--- src/rtl/core/owbf_pkg.sv ---
// shared constants and field widths for the overwrite-oldest burst fifo
package owbf_pkg;

   localparam int SLOTS_DEF        = 8;
   localparam int PAYLOAD_BITS_DEF = 32;

   localparam int FUNC_W    = 1;
   localparam int PAYLOAD_W = 32;
   localparam int COUNT_W   = 10;
   localparam int TIME_W    = 32;
   localparam int SEQ_W     = 32;
   localparam int FILL_W    = 4;
   localparam int DROP_W    = 32;

   localparam logic [FUNC_W-1:0] OP_WRITE   = 1'b0;
   localparam logic [FUNC_W-1:0] OP_CONSUME = 1'b1;

endpackage

--- src/rtl/core/owbf_rec_ram.sv ---
// record store: one write port, one read port with registered read data
module owbf_rec_ram import owbf_pkg::*; #(
   parameter int DEPTH = SLOTS_DEF,
   parameter int WIDTH = SEQ_W + TIME_W + COUNT_W + PAYLOAD_BITS_DEF
) (
   input  logic                     clock,
   input  logic                     wr_en,
   input  logic [$clog2(DEPTH)-1:0] wr_addr,
   input  logic [WIDTH-1:0]         wr_data,
   input  logic                     rd_en,
   input  logic [$clog2(DEPTH)-1:0] rd_addr,
   output logic [WIDTH-1:0]         rd_data
);

   logic [WIDTH-1:0] mem [DEPTH];
   logic [WIDTH-1:0] rd_data_ff;

   always_ff @(posedge clock) begin
      if (wr_en) begin
         mem[wr_addr] <= wr_data;
      end
   end

   always_ff @(posedge clock) begin
      if (rd_en) begin
         rd_data_ff <= mem[rd_addr];
      end
   end

   assign rd_data = rd_data_ff;

endmodule

--- src/rtl/core/overwrite_oldest_burst_fifo.sv ---
// top level of the overwrite-oldest burst fifo: pointers, counters and response register
// an accepted request moves to the lookup state while the record memory read completes; the
// response register is then loaded, which waits while the previous response still waits there
// the next request is accepted only once the lookup has loaded the response register
// a new request is taken while the previous response still waits in the output register
// reset (synchronous, active high) clears pointers, sequence and drop counters and handshakes
// the record memory is not cleared; only entries that were written are ever shown
module overwrite_oldest_burst_fifo import owbf_pkg::*; #(
   parameter int SLOTS        = SLOTS_DEF,
   parameter int PAYLOAD_BITS = PAYLOAD_BITS_DEF
) (
   input  logic                 clock,
   input  logic                 reset,
   // request channel
   input  logic                 req_valid,
   output logic                 req_ready,
   input  logic [FUNC_W-1:0]    req_func,
   input  logic [PAYLOAD_W-1:0] req_sample_payload,
   input  logic [COUNT_W-1:0]   req_sample_count,
   input  logic [TIME_W-1:0]    req_time_stamp,
   // response channel
   output logic                 rsp_valid,
   input  logic                 rsp_ready,
   output logic                 rsp_evicted,
   output logic [SEQ_W-1:0]     rsp_assigned_seq,
   output logic [FILL_W-1:0]    rsp_fill_level,
   output logic                 rsp_is_empty,
   output logic                 rsp_oldest_valid,
   output logic [SEQ_W-1:0]     rsp_oldest_seq,
   output logic [TIME_W-1:0]    rsp_oldest_time,
   output logic [COUNT_W-1:0]   rsp_oldest_count,
   output logic [PAYLOAD_W-1:0] rsp_oldest_payload,
   output logic [DROP_W-1:0]    rsp_drop_total
);

   // only the low payload bits that fit both the port and the parameter are kept
   localparam int STORE_W = (PAYLOAD_BITS < PAYLOAD_W) ? PAYLOAD_BITS : PAYLOAD_W;
   localparam int REC_W   = SEQ_W + TIME_W + COUNT_W + STORE_W;
   localparam int IDX_W   = $clog2(SLOTS);
   localparam int CNT_W   = $clog2(SLOTS + 1);

   typedef enum logic [1:0] {
      ST_IDLE   = 2'b01,
      ST_LOOKUP = 2'b10
   } state_type;

   // slot index plus a lap bit: together they count modulo 2*SLOTS
   function automatic logic [IDX_W-1:0] idx_next(input logic [IDX_W-1:0] idx);
      logic [IDX_W-1:0] res;
      if (idx == IDX_W'(SLOTS - 1)) begin
         res = '0;
      end else begin
         res = idx + 1'b1;
      end
      return res;
   endfunction

   state_type        state_ff, state_in;
   logic [IDX_W-1:0] wr_idx_ff, wr_idx_in;
   logic             wr_lap_ff, wr_lap_in;
   logic [IDX_W-1:0] rd_idx_ff, rd_idx_in;
   logic             rd_lap_ff, rd_lap_in;
   logic [SEQ_W-1:0] seq_ff, seq_in;
   logic [DROP_W-1:0] drop_ff, drop_in;

   // per-request values held until the lookup finishes
   logic             evict_ff, evict_in;
   logic [SEQ_W-1:0] assigned_ff, assigned_in;
   logic             bypass_ff;
   logic [REC_W-1:0] bypass_rec_ff;

   logic             req_fire;
   logic             is_write;
   logic             was_full;
   logic             was_empty;
   logic             mem_wr_en;
   logic [REC_W-1:0] wr_rec;
   logic [REC_W-1:0] rd_rec;
   logic [REC_W-1:0] head_rec;
   logic             rsp_load;

   logic [CNT_W-1:0]   fill_now;
   logic [CNT_W+3:0]   fill_ext;
   logic               empty_now;
   logic [STORE_W-1:0] head_payload;
   logic [STORE_W+PAYLOAD_W-1:0] head_payload_ext;

   logic                 rsp_valid_ff;
   logic                 rsp_evicted_ff;
   logic [SEQ_W-1:0]     rsp_assigned_seq_ff;
   logic [FILL_W-1:0]    rsp_fill_level_ff;
   logic                 rsp_is_empty_ff;
   logic                 rsp_oldest_valid_ff;
   logic [SEQ_W-1:0]     rsp_oldest_seq_ff;
   logic [TIME_W-1:0]    rsp_oldest_time_ff;
   logic [COUNT_W-1:0]   rsp_oldest_count_ff;
   logic [PAYLOAD_W-1:0] rsp_oldest_payload_ff;
   logic [DROP_W-1:0]    rsp_drop_total_ff;

   // one request in flight at a time; the response register decouples the output side
   assign req_ready = (state_ff == ST_IDLE);
   assign req_fire  = req_valid && req_ready;
   assign is_write  = (req_func == OP_WRITE);

   // full when the indices meet on different laps, empty when they meet on the same lap
   assign was_full  = (wr_idx_ff == rd_idx_ff) && (wr_lap_ff != rd_lap_ff);
   assign was_empty = (wr_idx_ff == rd_idx_ff) && (wr_lap_ff == rd_lap_ff);

   assign wr_rec = {seq_ff, req_time_stamp, req_sample_count,
                    req_sample_payload[STORE_W-1:0]};
   assign mem_wr_en = req_fire && is_write;

   // pointer and counter updates happen at accept time
   always_comb begin
      wr_idx_in   = wr_idx_ff;
      wr_lap_in   = wr_lap_ff;
      rd_idx_in   = rd_idx_ff;
      rd_lap_in   = rd_lap_ff;
      seq_in      = seq_ff;
      drop_in     = drop_ff;
      evict_in    = evict_ff;
      assigned_in = assigned_ff;
      if (req_fire) begin
         evict_in    = 1'b0;
         assigned_in = '0;
         if (is_write) begin
            // overwrite oldest: a full queue drops its head first
            if (was_full) begin
               rd_idx_in = idx_next(rd_idx_ff);
               rd_lap_in = (rd_idx_ff == IDX_W'(SLOTS - 1)) ? ~rd_lap_ff : rd_lap_ff;
               drop_in   = drop_ff + 1'b1;
               evict_in  = 1'b1;
            end
            wr_idx_in   = idx_next(wr_idx_ff);
            wr_lap_in   = (wr_idx_ff == IDX_W'(SLOTS - 1)) ? ~wr_lap_ff : wr_lap_ff;
            seq_in      = seq_ff + 1'b1;
            assigned_in = seq_ff;
         end else if (!was_empty) begin
            // consume on an empty queue is ignored
            rd_idx_in = idx_next(rd_idx_ff);
            rd_lap_in = (rd_idx_ff == IDX_W'(SLOTS - 1)) ? ~rd_lap_ff : rd_lap_ff;
         end
      end
   end

   // the head read goes out at accept time at the updated read index
   owbf_rec_ram #(
      .DEPTH (SLOTS),
      .WIDTH (REC_W)
   ) u_rec_ram (
      .clock   (clock),
      .wr_en   (mem_wr_en),
      .wr_addr (wr_idx_ff),
      .wr_data (wr_rec),
      .rd_en   (req_fire),
      .rd_addr (rd_idx_in),
      .rd_data (rd_rec)
   );

   // a write into an empty queue makes the new record the head in the same cycle,
   // so the memory read would return stale data: forward the written record instead
   always_ff @(posedge clock) begin
      if (req_fire) begin
         bypass_rec_ff <= wr_rec;
      end
   end

   always_ff @(posedge clock) begin
      if (reset) begin
         bypass_ff <= 1'b0;
      end else if (req_fire) begin
         bypass_ff <= is_write && was_empty;
      end
   end

   assign head_rec = bypass_ff ? bypass_rec_ff : rd_rec;

   // fill level from the already updated pointers
   always_comb begin
      if (wr_lap_ff == rd_lap_ff) begin
         fill_now = CNT_W'(wr_idx_ff) - CNT_W'(rd_idx_ff);
      end else begin
         fill_now = CNT_W'(SLOTS) - CNT_W'(rd_idx_ff) + CNT_W'(wr_idx_ff);
      end
   end

   assign empty_now        = was_empty;
   assign fill_ext         = {4'b0, fill_now};
   assign head_payload     = head_rec[STORE_W-1:0];
   assign head_payload_ext = {{PAYLOAD_W{1'b0}}, head_payload};

   // the lookup completes once the response register is free or being drained
   assign rsp_load = (state_ff == ST_LOOKUP) && (!rsp_valid_ff || rsp_ready);

   always_comb begin
      state_in = state_ff;
      unique case (state_ff)
         ST_IDLE: begin
            if (req_fire) begin
               state_in = ST_LOOKUP;
            end
         end
         ST_LOOKUP: begin
            if (rsp_load) begin
               state_in = ST_IDLE;
            end
         end
         default: begin
            state_in = ST_IDLE;
         end
      endcase
   end

   always_ff @(posedge clock) begin
      if (reset) begin
         state_ff     <= ST_IDLE;
         wr_idx_ff    <= '0;
         wr_lap_ff    <= 1'b0;
         rd_idx_ff    <= '0;
         rd_lap_ff    <= 1'b0;
         seq_ff       <= '0;
         drop_ff      <= '0;
         evict_ff     <= 1'b0;
         assigned_ff  <= '0;
         rsp_valid_ff <= 1'b0;
      end else begin
         state_ff    <= state_in;
         wr_idx_ff   <= wr_idx_in;
         wr_lap_ff   <= wr_lap_in;
         rd_idx_ff   <= rd_idx_in;
         rd_lap_ff   <= rd_lap_in;
         seq_ff      <= seq_in;
         drop_ff     <= drop_in;
         evict_ff    <= evict_in;
         assigned_ff <= assigned_in;
         if (rsp_load) begin
            rsp_valid_ff <= 1'b1;
         end else if (rsp_ready) begin
            rsp_valid_ff <= 1'b0;
         end
      end
   end

   // response payload register; oldest fields read as zero on an empty queue
   always_ff @(posedge clock) begin
      if (rsp_load) begin
         rsp_evicted_ff      <= evict_ff;
         rsp_assigned_seq_ff <= assigned_ff;
         rsp_fill_level_ff   <= fill_ext[FILL_W-1:0];
         rsp_is_empty_ff     <= empty_now;
         rsp_oldest_valid_ff <= !empty_now;
         rsp_drop_total_ff   <= drop_ff;
         if (empty_now) begin
            rsp_oldest_seq_ff     <= '0;
            rsp_oldest_time_ff    <= '0;
            rsp_oldest_count_ff   <= '0;
            rsp_oldest_payload_ff <= '0;
         end else begin
            rsp_oldest_seq_ff     <= head_rec[REC_W-1 -: SEQ_W];
            rsp_oldest_time_ff    <= head_rec[REC_W-SEQ_W-1 -: TIME_W];
            rsp_oldest_count_ff   <= head_rec[STORE_W+COUNT_W-1 -: COUNT_W];
            rsp_oldest_payload_ff <= head_payload_ext[PAYLOAD_W-1:0];
         end
      end
   end

   assign rsp_valid          = rsp_valid_ff;
   assign rsp_evicted        = rsp_evicted_ff;
   assign rsp_assigned_seq   = rsp_assigned_seq_ff;
   assign rsp_fill_level     = rsp_fill_level_ff;
   assign rsp_is_empty       = rsp_is_empty_ff;
   assign rsp_oldest_valid   = rsp_oldest_valid_ff;
   assign rsp_oldest_seq     = rsp_oldest_seq_ff;
   assign rsp_oldest_time    = rsp_oldest_time_ff;
   assign rsp_oldest_count   = rsp_oldest_count_ff;
   assign rsp_oldest_payload = rsp_oldest_payload_ff;
   assign rsp_drop_total     = rsp_drop_total_ff;

endmodule

--- config.mk ---
export PLATFORM = sky130hd
export DESIGN_NAME = overwrite_oldest_burst_fifo
export DESIGN_NICKNAME = d
export VERILOG_FILES = /design/src/rtl/core/owbf_pkg.sv /design/src/rtl/core/owbf_rec_ram.sv /design/src/rtl/core/overwrite_oldest_burst_fifo.sv
export SDC_FILE = /design/constraint.sdc
export NUM_CORES = 2
export LEC_CHECK = 0
export BUFFER_PORTS_ARGS = -buffer_cell sky130_fd_sc_hd__clkbuf_2
export CAP_MARGIN = 25
export CELL_PAD_IN_SITES_DETAIL_PLACEMENT = 1
export CELL_PAD_IN_SITES_GLOBAL_PLACEMENT = 2
export CORE_ASPECT_RATIO = 0.5
export CORE_MARGIN = 1.5
export CORE_UTILIZATION = 45
export CTS_CLUSTER_DIAMETER = 40
export DETAILED_ROUTE_END_ITERATION = 7
export GPL_ROUTABILITY_DRIVEN = 0
export GPL_TIMING_DRIVEN = 1
export PLACE_DENSITY_LB_ADDON = 0.08
export SYNTH_ARGS = -nofsm -noshare
export SYNTH_HDL_FRONTEND = slang
export SYNTH_SLANG_ARGS = --single-unit
--- constraint.sdc ---
create_clock -name clock -period 12.4 [get_ports clock]
set_input_delay 1.86 -clock clock [delete_from_list [all_inputs] [get_ports clock]]
set_output_delay 1.86 -clock clock [all_outputs]
set_load 0.01 [all_outputs]
==> reports/results.tsv <==
metric	value	unit
EDFF count, synth	1237	
CP endpoint kind	flop	
Synthesis Warnings	0	
width of the chip	479.4	um
via count	27562	
r2r endpoint	u_rec_ram.rd_data[68]	
Detail Route Antenna Nets	0	
Routed wire per std cell	22.93	um
Synth-to-Final Area Change	14.13	%
startpoint types	input pin	
Cell Area, Synth	51080	um^2
largest net degree at the start of global routing	193	
CP Max Fanout	80	
placed insts	4838	
CP required	12.89	ns
final cell count without fillers	5085	
min-delay src	evict_ff	
overall die area	115700	um^2
vias per cell	5.420	
worst-case reg-to-reg path depth	11	
Starting Density	45.33	%
WHS Path Cells	0	
clock buffer depth	3	
H-tree Lvls	4	
final WL	116600	um
Syn Inst Count	3227	
ys async rst share	0	%
CTS tree	done	
Nets	3556	
Critical Path AT	6.14	ns
reg-to-reg slack, setup	7.35	ns
setup TNS	0	ns
Peak VDD IR	0.1494	mV
Clock Latency Late Sink	0.75	ns
endpoints failing setup	0	
CP Class	input pin to flop	
post-synthesis sequential area ratio	77.00	%
DRC	0	
max_slew headroom	23.33	%
Min-Delay Endpoint	rsp_evicted	
Largest Register	u_rec_ram.mem	
post-CTS sizing	0	
PD cells	162.1	nW/um^2
Hold WC Path Type	flop to flop	
status	finished, final reports clean	
Core ar.	112700	um^2
vias in the first global route	29083	
Mapped Nets	3316	
Synth Register Bits	1346	
Post-CTS Hold Fix Bufs	0	
RSZ-0062 raised after global routing	no	
number of flip-flops in the largest register	848	
Cell Rows	87	
initial antenna violation count	1	
gr usage total	20.22	%
final hold vios	0	
clock sink count	1346	
Mapped Avg Cell Area	15.83	um^2
DPL Wire Length	56670	um
CTS clk-pin slew, worst paths	0.06	ns
MaxCap Viol Count	0	
Die Span Y	241.2	um
first-pass GRT wire length	177300	um
Post-CTS Setup Inserts	0	
leakage power total	21.28	nW
IO Port Bufs	257	
Pre-Repair DR Iteration Count	5	
CTS Buf Count	138	
main flop type after synthesis	edfxtp_1	
skew final	0.02028	ns
io pins	258	
Slew Limit Fails	0	
Initial DRC Count	1771	
Slew @ Worst Pin	1.150	ns
GRT overflow	0	
reg2reg start	rd_idx_ff[2]	
Max Freq	177.1	MHz
Synth cell types	42	
crit share post-route	45.54	%
root buf cell	clkbuf_16	
min Tclk post-route	5.647	ns
fraction of layout cells with a size suffix above 1	14.17	%
==> worst max path at each step <==
stage | from | end | depth (start not counted)
6_report | req_valid | u_rec_ram.rd_data[68] | 11
5_1_grt | req_valid | u_rec_ram.rd_data[74] | 11
4_1_cts | req_valid | u_rec_ram.rd_data[74] | 11
3_5_place_dp | req_valid | u_rec_ram.rd_data[73] | 11
3_3_place_gp | req_valid | u_rec_ram.rd_data[68] | 11
2_1_floorplan | req_func | u_rec_ram.mem[1][0] | 6
==> worst max-delay path, cell delays in order <==
cell,delay (ns)
clkbuf_2,0.09
nand3b_1,0.08
buf_4,0.36
a211oi_4,0.57
mux2i_4,0.31
buf_4,0.44
buf_4,0.83
buf_4,0.83
mux2i_1,0.28
a221oi_1,0.11
a31o_1,0.23
==> layer usage <==
metal / wire (um) / up-vias / GRT usage (%)
li1: - / 12704 / -
met1: 54920 / 14262 / 28.43
met2: 55250 / 452 / 32.90
met3: 4561 / 144 / 3.329
met4: 1855 / 0 / 5.406
met5: 0 / - / 0
==> cell usage in the layout, fill, tap and decap left out, types with 95 or more instances in the layout <==
cell,n
a21oi_1,258
a221oi_1,106
a31o_1,103
clkbuf_16,145
clkbuf_2,256
dfxtp_1,108
edfxtp_1,1237
inv_1,116
mux2i_1,319
nand2_1,141
nand2b_1,109
nor2_1,203
o21ai_0,95
==> synth_stat cells (2+ instances only) <==
library cell | count | area [um^2]
a31o_2 | 3 | 26.28
clkbuf_1 | 132 | 495.5
buf_2 | 36 | 180.2
nor3_1 | 9 | 45.04
nand2_1 | 141 | 529.3
or3_1 | 8 | 50.05
a22oi_1 | 2 | 15.01
nand4_1 | 20 | 125.1
xnor2_1 | 12 | 105.1
o21ai_1 | 23 | 115.1
and2_1 | 6 | 37.54
nand3_1 | 21 | 105.1
a221oi_1 | 106 | 928.4
buf_1 | 20 | 75.07
mux2i_1 | 321 | 3213
a31o_1 | 103 | 902.1
nand2b_1 | 109 | 681.9
ha_1 | 9 | 112.6
a21oi_1 | 258 | 1291
edfxtp_1 | 1237 | 37150
nor3b_1 | 29 | 217.7
and4_1 | 8 | 70.07
xor2_1 | 48 | 420.4
nor2_1 | 209 | 784.5
buf_6 | 6 | 67.56
nor2b_1 | 5 | 31.28
inv_1 | 117 | 439.2
nor4_1 | 3 | 18.77
o21ai_0 | 95 | 475.5
dfxtp_1 | 109 | 2182
and3_1 | 11 | 68.82
==> power breakdown <==
group | switching [mW] | internal [mW]
sequential | 0.0301 | 5.05
combinational | 0.264 | 0.118
clock | 1.71 | 2.29
total | 2.00 | 7.45
==> cells by family after synthesis <==
family / synth area share (%)
flip-flops: 77.00
buffers and inverters: 2.469
AND/OR/NAND/NOR: 5.492
adder cells (fa/ha/maj): 0.2597
XOR/XNOR: 1.029
AO/OA/AOI/OAI: 7.415
multiplexers: 6.335
==> area by class of cell <==
| cell class | count | area, um^2 |
|---|---|---|
| antenna | 1 | 2.502 |
| fill | 10603 | 54370 |
| multi-input combinational | 1569 | 10600 |
| tap | 1513 | 1893 |
| clock inverter | 66 | 514.2 |
| timing repair buffer | 294 | 1742 |
| sequential | 1346 | 39330 |
| inverter | 118 | 452.9 |
| clock buffer | 178 | 3762 |
==> per-stage QoR <==
step | cell area, um^2 | hold slack [ns] | utilization (%) | power, mW | worst slack, ns
after global routing | 58290 | 0.4366 | 51.74 | 9.768 | 6.337
after floorplan | 51080 | 0.4081 | - | 5.412 | 1.551
after detailed placement | 53970 | 0.4187 | 47.91 | 5.566 | 5.971
final | 58290 | 0.4229 | 51.74 | 9.452 | 6.753
after CTS | 58250 | 0.4285 | 51.70 | 9.571 | 6.779
after global placement | 53970 | 0.4127 | 47.91 | 5.554 | 6.101
Note: power is estimated with default switching activity, not from simulation.
